`config.mk`:
```
export PLATFORM = sky130hd
export DESIGN_NAME = positional_list_insert_delete
export DESIGN_NICKNAME = d
export VERILOG_FILES = /design/src/hw/rtl/plid_pkg.sv /design/src/hw/rtl/positional_list_insert_delete.sv /design/src/hw/rtl/plid_ctrl.sv /design/src/hw/rtl/plid_dp.sv
export SDC_FILE = /design/constraint.sdc
export NUM_CORES = 2
export LEC_CHECK = 0
export ABC_CLOCK_PERIOD_IN_PS = 4400
export BUFFER_PORTS_ARGS = -buffer_cell sky130_fd_sc_hd__buf_2
export CORE_ASPECT_RATIO = 0.5
export CORE_MARGIN = 1.5
export CORE_UTILIZATION = 40
export CTS_CLUSTER_DIAMETER = 50
export CTS_CLUSTER_SIZE = 20
export DETAILED_ROUTE_END_ITERATION = 10
export GPL_ROUTABILITY_DRIVEN = 1
export GPL_TIMING_DRIVEN = 0
export PLACE_DENSITY = 0.65
export SLEW_MARGIN = 20
export SYNTH_ARGS = -nofsm -noshare
export SYNTH_HDL_FRONTEND = slang
export SYNTH_SLANG_ARGS = --single-unit
```
`constraint.sdc`:
```
create_clock -name clk -period 4.4 [get_ports clk]
set_input_delay 0.66 -clock clk [delete_from_list [all_inputs] [get_ports clk]]
set_output_delay 0.66 -clock clk [all_outputs]
set_load 0.02 [all_outputs]
```
`src/hw/rtl/plid_pkg.sv`:
```
// ----------------------------------------------------------------------------
// plid_pkg
// types, codes and sizes shared by the positional list block
// ----------------------------------------------------------------------------
package plid_pkg;

	localparam int CAPACITY = 16;
	localparam int CNT_W    = $clog2(CAPACITY + 1);
	localparam int IDX_W    = $clog2(CAPACITY);
	localparam int POS_W    = 5;
	localparam int CMP_W    = (CNT_W > POS_W) ? CNT_W : POS_W;

	// operation codes
	localparam logic [1:0] OP_INSERT = 2'd0;
	localparam logic [1:0] OP_DELETE = 2'd1;
	localparam logic [1:0] OP_READ   = 2'd2;

	// result status codes
	localparam logic [1:0] STAT_DONE  = 2'd0;
	localparam logic [1:0] STAT_RANGE = 2'd1;
	localparam logic [1:0] STAT_FULL  = 2'd2;

	typedef struct packed {
		logic [1:0]         op;
		logic [POS_W-1:0]   position;
		logic signed [31:0] value;
	} plid_req_t;

	typedef struct packed {
		logic signed [31:0] element;
		logic               element_valid;
		logic               last;
		logic [1:0]         status;
	} plid_rsp_t;

	typedef enum logic {
		S_IDLE,
		S_READ
	} plid_state_t;

	// controller to datapath
	typedef struct packed {
		logic accept;
		logic rd_step;
	} plid_ctl_t;

	// datapath to controller
	typedef struct packed {
		logic out_free;
		logic start_read;
		logic rd_last;
	} plid_sts_t;

endpackage

```
`src/hw/rtl/positional_list_insert_delete.sv`:
```
// ----------------------------------------------------------------------------
// positional_list_insert_delete
// ordered list of signed 32-bit values with positional insert and delete
// ----------------------------------------------------------------------------
// usage
//   cmd channel (cmd_valid, cmd_stall, cmd) carries op, position and value;
//   a transfer happens at a clock edge with cmd_valid high and cmd_stall low
//   res channel (res_valid, res_stall, res) returns element, element_valid,
//   last and status, one result per transfer
//   insert and delete: one result, registered, seen in the cycle after the
//   command transfer; a new command can be taken every unstalled cycle
//   read-out: one result per element, each loaded into the res register
//   by one read step of the sequencer in S_READ;
//   the block takes no command until the last element is in the res register
//   an empty read-out gives one result with no element; op code 3 gives none
//   the single res register sets the pace: while res_stall holds a result,
//   cmd_stall is high and read-out pauses, nothing is lost or repeated
//   reset clears the element count and the sequencer; cells need no clearing
//   since only cells below the count are ever read
// ----------------------------------------------------------------------------
module positional_list_insert_delete import plid_pkg::*; (
	input  logic      clk,
	input  logic      arst_n,
	input  logic      cmd_valid,
	output logic      cmd_stall,
	input  plid_req_t cmd,
	output logic      res_valid,
	input  logic      res_stall,
	output plid_rsp_t res
);

	// command and status between sequencer and datapath
	plid_ctl_t ctl;
	plid_sts_t sts;

	// sequencer: takes commands and steps a read-out one element at a time
	plid_ctrl u_ctrl (
		.clk       (clk),
		.arst_n    (arst_n),
		.cmd_valid (cmd_valid),
		.cmd_stall (cmd_stall),
		.sts       (sts),
		.ctl       (ctl)
	);

	// datapath: cells shift in parallel on insert or delete, result register
	plid_dp u_dp (
		.clk       (clk),
		.arst_n    (arst_n),
		.cmd       (cmd),
		.ctl       (ctl),
		.res_stall (res_stall),
		.res       (res),
		.res_valid (res_valid),
		.sts       (sts)
	);

endmodule

```
`src/hw/rtl/plid_ctrl.sv`:
```
// ----------------------------------------------------------------------------
// plid_ctrl
// sequencer for command acceptance and list read-out
// ----------------------------------------------------------------------------
module plid_ctrl import plid_pkg::*; (
	input  logic        clk,
	input  logic        arst_n,
	input  logic        cmd_valid,
	output logic        cmd_stall,
	input  plid_sts_t   sts,
	output plid_ctl_t   ctl
);

	plid_state_t state_q;
	plid_state_t state_d;

	always_ff @(posedge clk or negedge arst_n) begin
		if (!arst_n) begin
			state_q <= S_IDLE;
		end else begin
			state_q <= state_d;
		end
	end

	always_comb begin
		state_d     = state_q;
		ctl.accept  = 1'b0;
		ctl.rd_step = 1'b0;
		cmd_stall   = 1'b1;
		case (state_q)
			S_IDLE: begin
				cmd_stall  = !sts.out_free;
				ctl.accept = cmd_valid && sts.out_free;
				if (ctl.accept && sts.start_read) begin
					state_d = S_READ;
				end
			end
			S_READ: begin
				ctl.rd_step = sts.out_free;
				if (sts.out_free && sts.rd_last) begin
					state_d = S_IDLE;
				end
			end
			default: begin
				state_d = S_IDLE;
			end
		endcase
	end

endmodule

```
`src/hw/rtl/plid_dp.sv`:
```
// ----------------------------------------------------------------------------
// plid_dp
// element cells, count, read index and result register
// ----------------------------------------------------------------------------
module plid_dp import plid_pkg::*; (
	input  logic       clk,
	input  logic       arst_n,
	input  plid_req_t  cmd,
	input  plid_ctl_t  ctl,
	input  logic       res_stall,
	output plid_rsp_t  res,
	output logic       res_valid,
	output plid_sts_t  sts
);

	logic signed [31:0] cells_q [CAPACITY];
	logic [CNT_W-1:0]   count_q;
	logic [IDX_W-1:0]   idx_q;
	plid_rsp_t          res_q;
	logic               res_valid_q;

	logic [POS_W-1:0] ins_slot;
	logic [POS_W-1:0] del_slot;
	logic [CMP_W-1:0] ins_slot_w;
	logic [CMP_W-1:0] del_slot_w;
	logic [CMP_W-1:0] pos_w;
	logic [CMP_W-1:0] cnt_w;
	logic             full;
	logic             ins_ok;
	logic             del_ok;
	logic             do_ins;
	logic             do_del;
	logic             emit;
	plid_rsp_t        rsp_d;

	assign ins_slot   = (cmd.position == '0) ? '0 : cmd.position - POS_W'(1);
	assign del_slot   = cmd.position - POS_W'(1);
	assign ins_slot_w = CMP_W'(ins_slot);
	assign del_slot_w = CMP_W'(del_slot);
	assign pos_w      = CMP_W'(cmd.position);
	assign cnt_w      = CMP_W'(count_q);

	assign full   = (count_q == CNT_W'(CAPACITY));
	assign ins_ok = !full && (ins_slot_w <= cnt_w);
	assign del_ok = (count_q != '0) && (cmd.position != '0) && (pos_w <= cnt_w);
	assign do_ins = ctl.accept && (cmd.op == OP_INSERT) && ins_ok;
	assign do_del = ctl.accept && (cmd.op == OP_DELETE) && del_ok;

	assign sts.out_free   = !res_valid_q || !res_stall;
	assign sts.start_read = (cmd.op == OP_READ) && (count_q != '0);
	assign sts.rd_last    = (CNT_W'(idx_q) == count_q - CNT_W'(1));

	// result selection: one status word per insert, delete or empty read, one element per read step
	always_comb begin
		emit                = 1'b0;
		rsp_d.element       = '0;
		rsp_d.element_valid = 1'b0;
		rsp_d.last          = 1'b1;
		rsp_d.status        = STAT_DONE;
		if (ctl.rd_step) begin
			emit                = 1'b1;
			rsp_d.element       = cells_q[idx_q];
			rsp_d.element_valid = 1'b1;
			rsp_d.last          = sts.rd_last;
		end else if (ctl.accept) begin
			case (cmd.op)
				OP_INSERT: begin
					emit = 1'b1;
					if (full) begin
						rsp_d.status = STAT_FULL;
					end else if (!ins_ok) begin
						rsp_d.status = STAT_RANGE;
					end
				end
				OP_DELETE: begin
					emit = 1'b1;
					if (!del_ok) begin
						rsp_d.status = STAT_RANGE;
					end
				end
				OP_READ: begin
					emit = (count_q == '0);
				end
				default: begin
					emit = 1'b0;
				end
			endcase
		end
	end

	// each cell picks its own neighbor, so all cells shift in parallel
	always_ff @(posedge clk) begin
		for (int k = 0; k < CAPACITY; k++) begin
			if (do_ins) begin
				if (CMP_W'(k) == ins_slot_w) begin
					cells_q[IDX_W'(k)] <= cmd.value;
				end else if ((k > 0) && (CMP_W'(k) > ins_slot_w)) begin
					cells_q[IDX_W'(k)] <= cells_q[IDX_W'((k > 0) ? k - 1 : 0)];
				end
			end else if (do_del) begin
				if ((k < CAPACITY - 1) && (CMP_W'(k) >= del_slot_w)) begin
					cells_q[IDX_W'(k)] <= cells_q[IDX_W'((k < CAPACITY - 1) ? k + 1 : k)];
				end
			end
		end
	end

	always_ff @(posedge clk or negedge arst_n) begin
		if (!arst_n) begin
			count_q     <= '0;
			idx_q       <= '0;
			res_valid_q <= 1'b0;
		end else begin
			if (do_ins) begin
				count_q <= count_q + CNT_W'(1);
			end else if (do_del) begin
				count_q <= count_q - CNT_W'(1);
			end
			if (ctl.accept && sts.start_read) begin
				idx_q <= '0;
			end else if (ctl.rd_step) begin
				idx_q <= idx_q + IDX_W'(1);
			end
			if (emit) begin
				res_valid_q <= 1'b1;
			end else if (!res_stall) begin
				res_valid_q <= 1'b0;
			end
		end
	end

	always_ff @(posedge clk) begin
		if (emit) begin
			res_q <= rsp_d;
		end
	end

	assign res       = res_q;
	assign res_valid = res_valid_q;

endmodule

```
==> impl_metrics.tcl <==
set metrics [dict create \
    status "complete, no violations" \
    grt_pass1_wl_microns 205000 \
    vias 28700 \
    worstSetupPathType "register to register" \
    syn_area_per_cell_sq_um 10.6 \
    avgViaCountPerCell 6.63 \
    ant_nets 0 \
    ys.flop_type "edfxtp_1" \
    grt_overflow 0 \
    port_buffers 80 \
    use_met2_pct 48.4 \
    cp.required_ns 4.78 \
    routedWlPerCell_microns 34.4 \
    start_kind "register" \
    fin_nets 3252 \
    power.total_uw 17800 \
    fp.dieW_microns 405 \
    synth_area_sq_um 32300 \
    worst_path_largest_cell_delay_ns 0.70 \
    dieHeight_microns 204 \
    grtUsageMet3_pct 14.2 \
    synth_commonest_cells "nand2_1 (647), edfxtp_1 (548), nor2_1 (468)" \
    drt_iter0_markers 5031 \
    post-route-period-util_pct 99.9 \
    synth-compound-area-share_pct 11.3 \
    synth_top_family_by_area "multiplexers" \
    ir_worst_vdd_mv 0.322 \
    yosysTopAreaCellShare_pct 50.9 \
    grt-busiest-layer "met1" \
    layout-drive-gt1-share_pct 19.0 \
    maxCapViolCount 0 \
    muxShareOfSynthArea_pct 16.8 \
    placementRows 73 \
    synth.net_count 3094 \
    tns_ns 0 \
    synth-xor-area-share_pct 0.380 \
    synth_cell_types 69 \
    relSlewSlack_pct 8.66 \
    path_max_fanout 17 \
    hold_class "primary input to register" \
    fmax_mhz 227 \
    yosys_warnings 0 \
    slowest_stage "clkbuf_1" \
    fin_hold_ws_ns 0.321 \
    multiInputGateArea_sq_um 14500 \
    skew_ns 0.0337 \
    synth-seq-cells 559 \
    synth_edf_count 548 \
    yosys.area_share.simple_pct 15.4 \
    start_util_pct 40.6 \
    cts_root_buf "clkbuf_16" \
    tightest_slew_ns 1.37 \
    final_util_pct 46.0 \
    ys_seq_area_share_pct 51.8 \
    clock_latency_ns 0.65 \
    fp.coreArea_sq_um 79600 \
    path_clk_slew_ns 0.07 \
    drc 0 \
    grt_pass1_vias 26500 \
    num_io_pins 81 \
    grt_use_total_pct 35.6 \
    slew_violations 0 \
    cts.sinks 559 \
    synth.top_cells.by_area "edfxtp_1 (51%), mux4_2 (11%), nand2_1 (7.5%)" \
    cts_buffers 46 \
    clock_path_buffers 3 \
    htree_levels 2 \
    synth_fa_ha_area_share_pct 0.503 \
    grt_start_max_net_pins 37 \
    routed_wl_microns 149000 \
    cts_tree "yes" \
    power.leakage_uw 0.0135 \
    dr.pass1.iters 6 \
    fin_crit_ns 4.40 \
    rsz0062_at_grt "no" \
    synth_most_common_cell "nand2_1" \
    fillers 7436 \
    netlist_instances 3038 \
    power_density_nw_per_um2 485 \
    async_reset_ff_share_pct 1.97 \
    routabilityCongestion 1.02 \
    place_hpwl_microns 105000 \
    seqCellArea_sq_um 16700 \
    gr-usage-met1_pct 49.6 \
    areaGrowthSynthToFinish_pct 13.3 \
    die_area_sq_um 82600 \
    grt_antenna_before_repair 8 \
    endpoint_kind "register" \
    finalSetupViolations 0 \
    hold_viol 0 \
    arrival_ns 4.78 \
    cp_cell_sequence "inv_1 -> ha_1 -> or4b_2 -> nand3_1 -> or3_1 -> nor3_4 -> o21ai_0 -> clkbuf_2 -> clkbuf_1 -> nand2_4 -> buf_16" \
    yosysTopAreaCell "edfxtp_1" \
]
worst paths after layout:
kind	slack, ns	startpoint	end	depth (start not counted)
worst max-delay path	0.003	u_dp.cnt_w[0]	u_dp.cells_q[6][4]	11
worst min-delay path	0.32	cmd_valid	u_dp.res_valid	3
worst max register to register	0.003	u_dp.cnt_w[0]	u_dp.cells_q[6][4]	11
worst min register to register	0.53	u_ctrl.state_q	u_ctrl.state_q	1
max in group asynchronous	3.74	arst_n	u_dp.cnt_w[0]	2
min in group asynchronous	0.44	arst_n	u_dp.cnt_w[3]	2
report_power, final:
| group | leakage, uW | internal (uW) | switching, uW |
|---|---|---|---|
| combinational | 0.00764 | 2350 | 4090 |
| clock | 0.000792 | 2490 | 2320 |
| sequential | 0.00510 | 6320 | 189 |
| total | 0.0135 | 11200 | 6600 |
cells in the final DEF, fill, tap and decap left out, drive strengths merged, types with 40 or more instances in the layout:
master,count
a21oi,161
a31oi,332
buf,235
clkbuf,204
edfxtp,548
mux2,65
mux2i,97
mux4,160
nand2,648
nand3,40
nor2,470
o21ai,60
critical path: cells and delay by family (launching register included):
| family | cells | cell delay [ns] |
|---|---|---|
| buf+inv | 4 | 1.58 |
| simple gates | 5 | 1.54 |
| flops | 1 | 0.50 |
| fa+ha+maj | 1 | 0.27 |
| compound gates | 1 | 0.20 |
metal layers:
| metal | share of wire (%) | routed length [microns] |
|---|---|---|
| met1 | 39 | 57700 |
| met2 | 40 | 59300 |
| met3 | 17 | 24700 |
| met4 | 4.8 | 7100 |
| met5 | 0.037 | 55 |
cell families (layout without fill, tap and decap cells):
logic type,count (synthesis),after routing
multiplexers,322,322
other,0,3
AND/OR/NAND/NOR,1241,1241
flip-flops,559,559
XOR/XNOR,14,14
AO/OA/AOI/OAI,599,599
adder cells (fa/ha/maj),13,13
buffers and inverters,290,485
registers in the layout (all words and copies together), names as in the netlist:
signal and count:
u_ctrl.state_q 1, u_dp.cells_q 512, u_dp.cnt_w 5, u_dp.idx_q 4, u_dp.res 36, u_dp.res_valid 1
final cells by class:
type                       count  area share (%)
clock buffer                  52            3.38
antenna                        3          0.0205
multi-input combinational   2189            39.7
clock inverter                33            1.13
inverter                      11           0.113
tap                         1087            3.71
sequential                   559            45.7
timing repair buffer         115            2.73
buffer                       274            3.53
per-stage QoR:
stage	area [sq um]	setup WS, ns	cells
floorplan	32400	0.0841	3038
global placement	34200	-2.22	4205
finish	36600	0.00273	4323
global route	36600	0.00465	4321
detailed placement	34700	-1.10	4227
CTS	36500	0.0108	4319
what timing repair did:
action                     CTS  global route
cloned                       0             0
setup endpoints to repair  366           367
hold buffers                 1             0
buffers inserted            10             2
hold endpoints to repair    11             0
pin swaps                    3             1
resized for setup           12            27
Power figures use the tool's default switching activity.
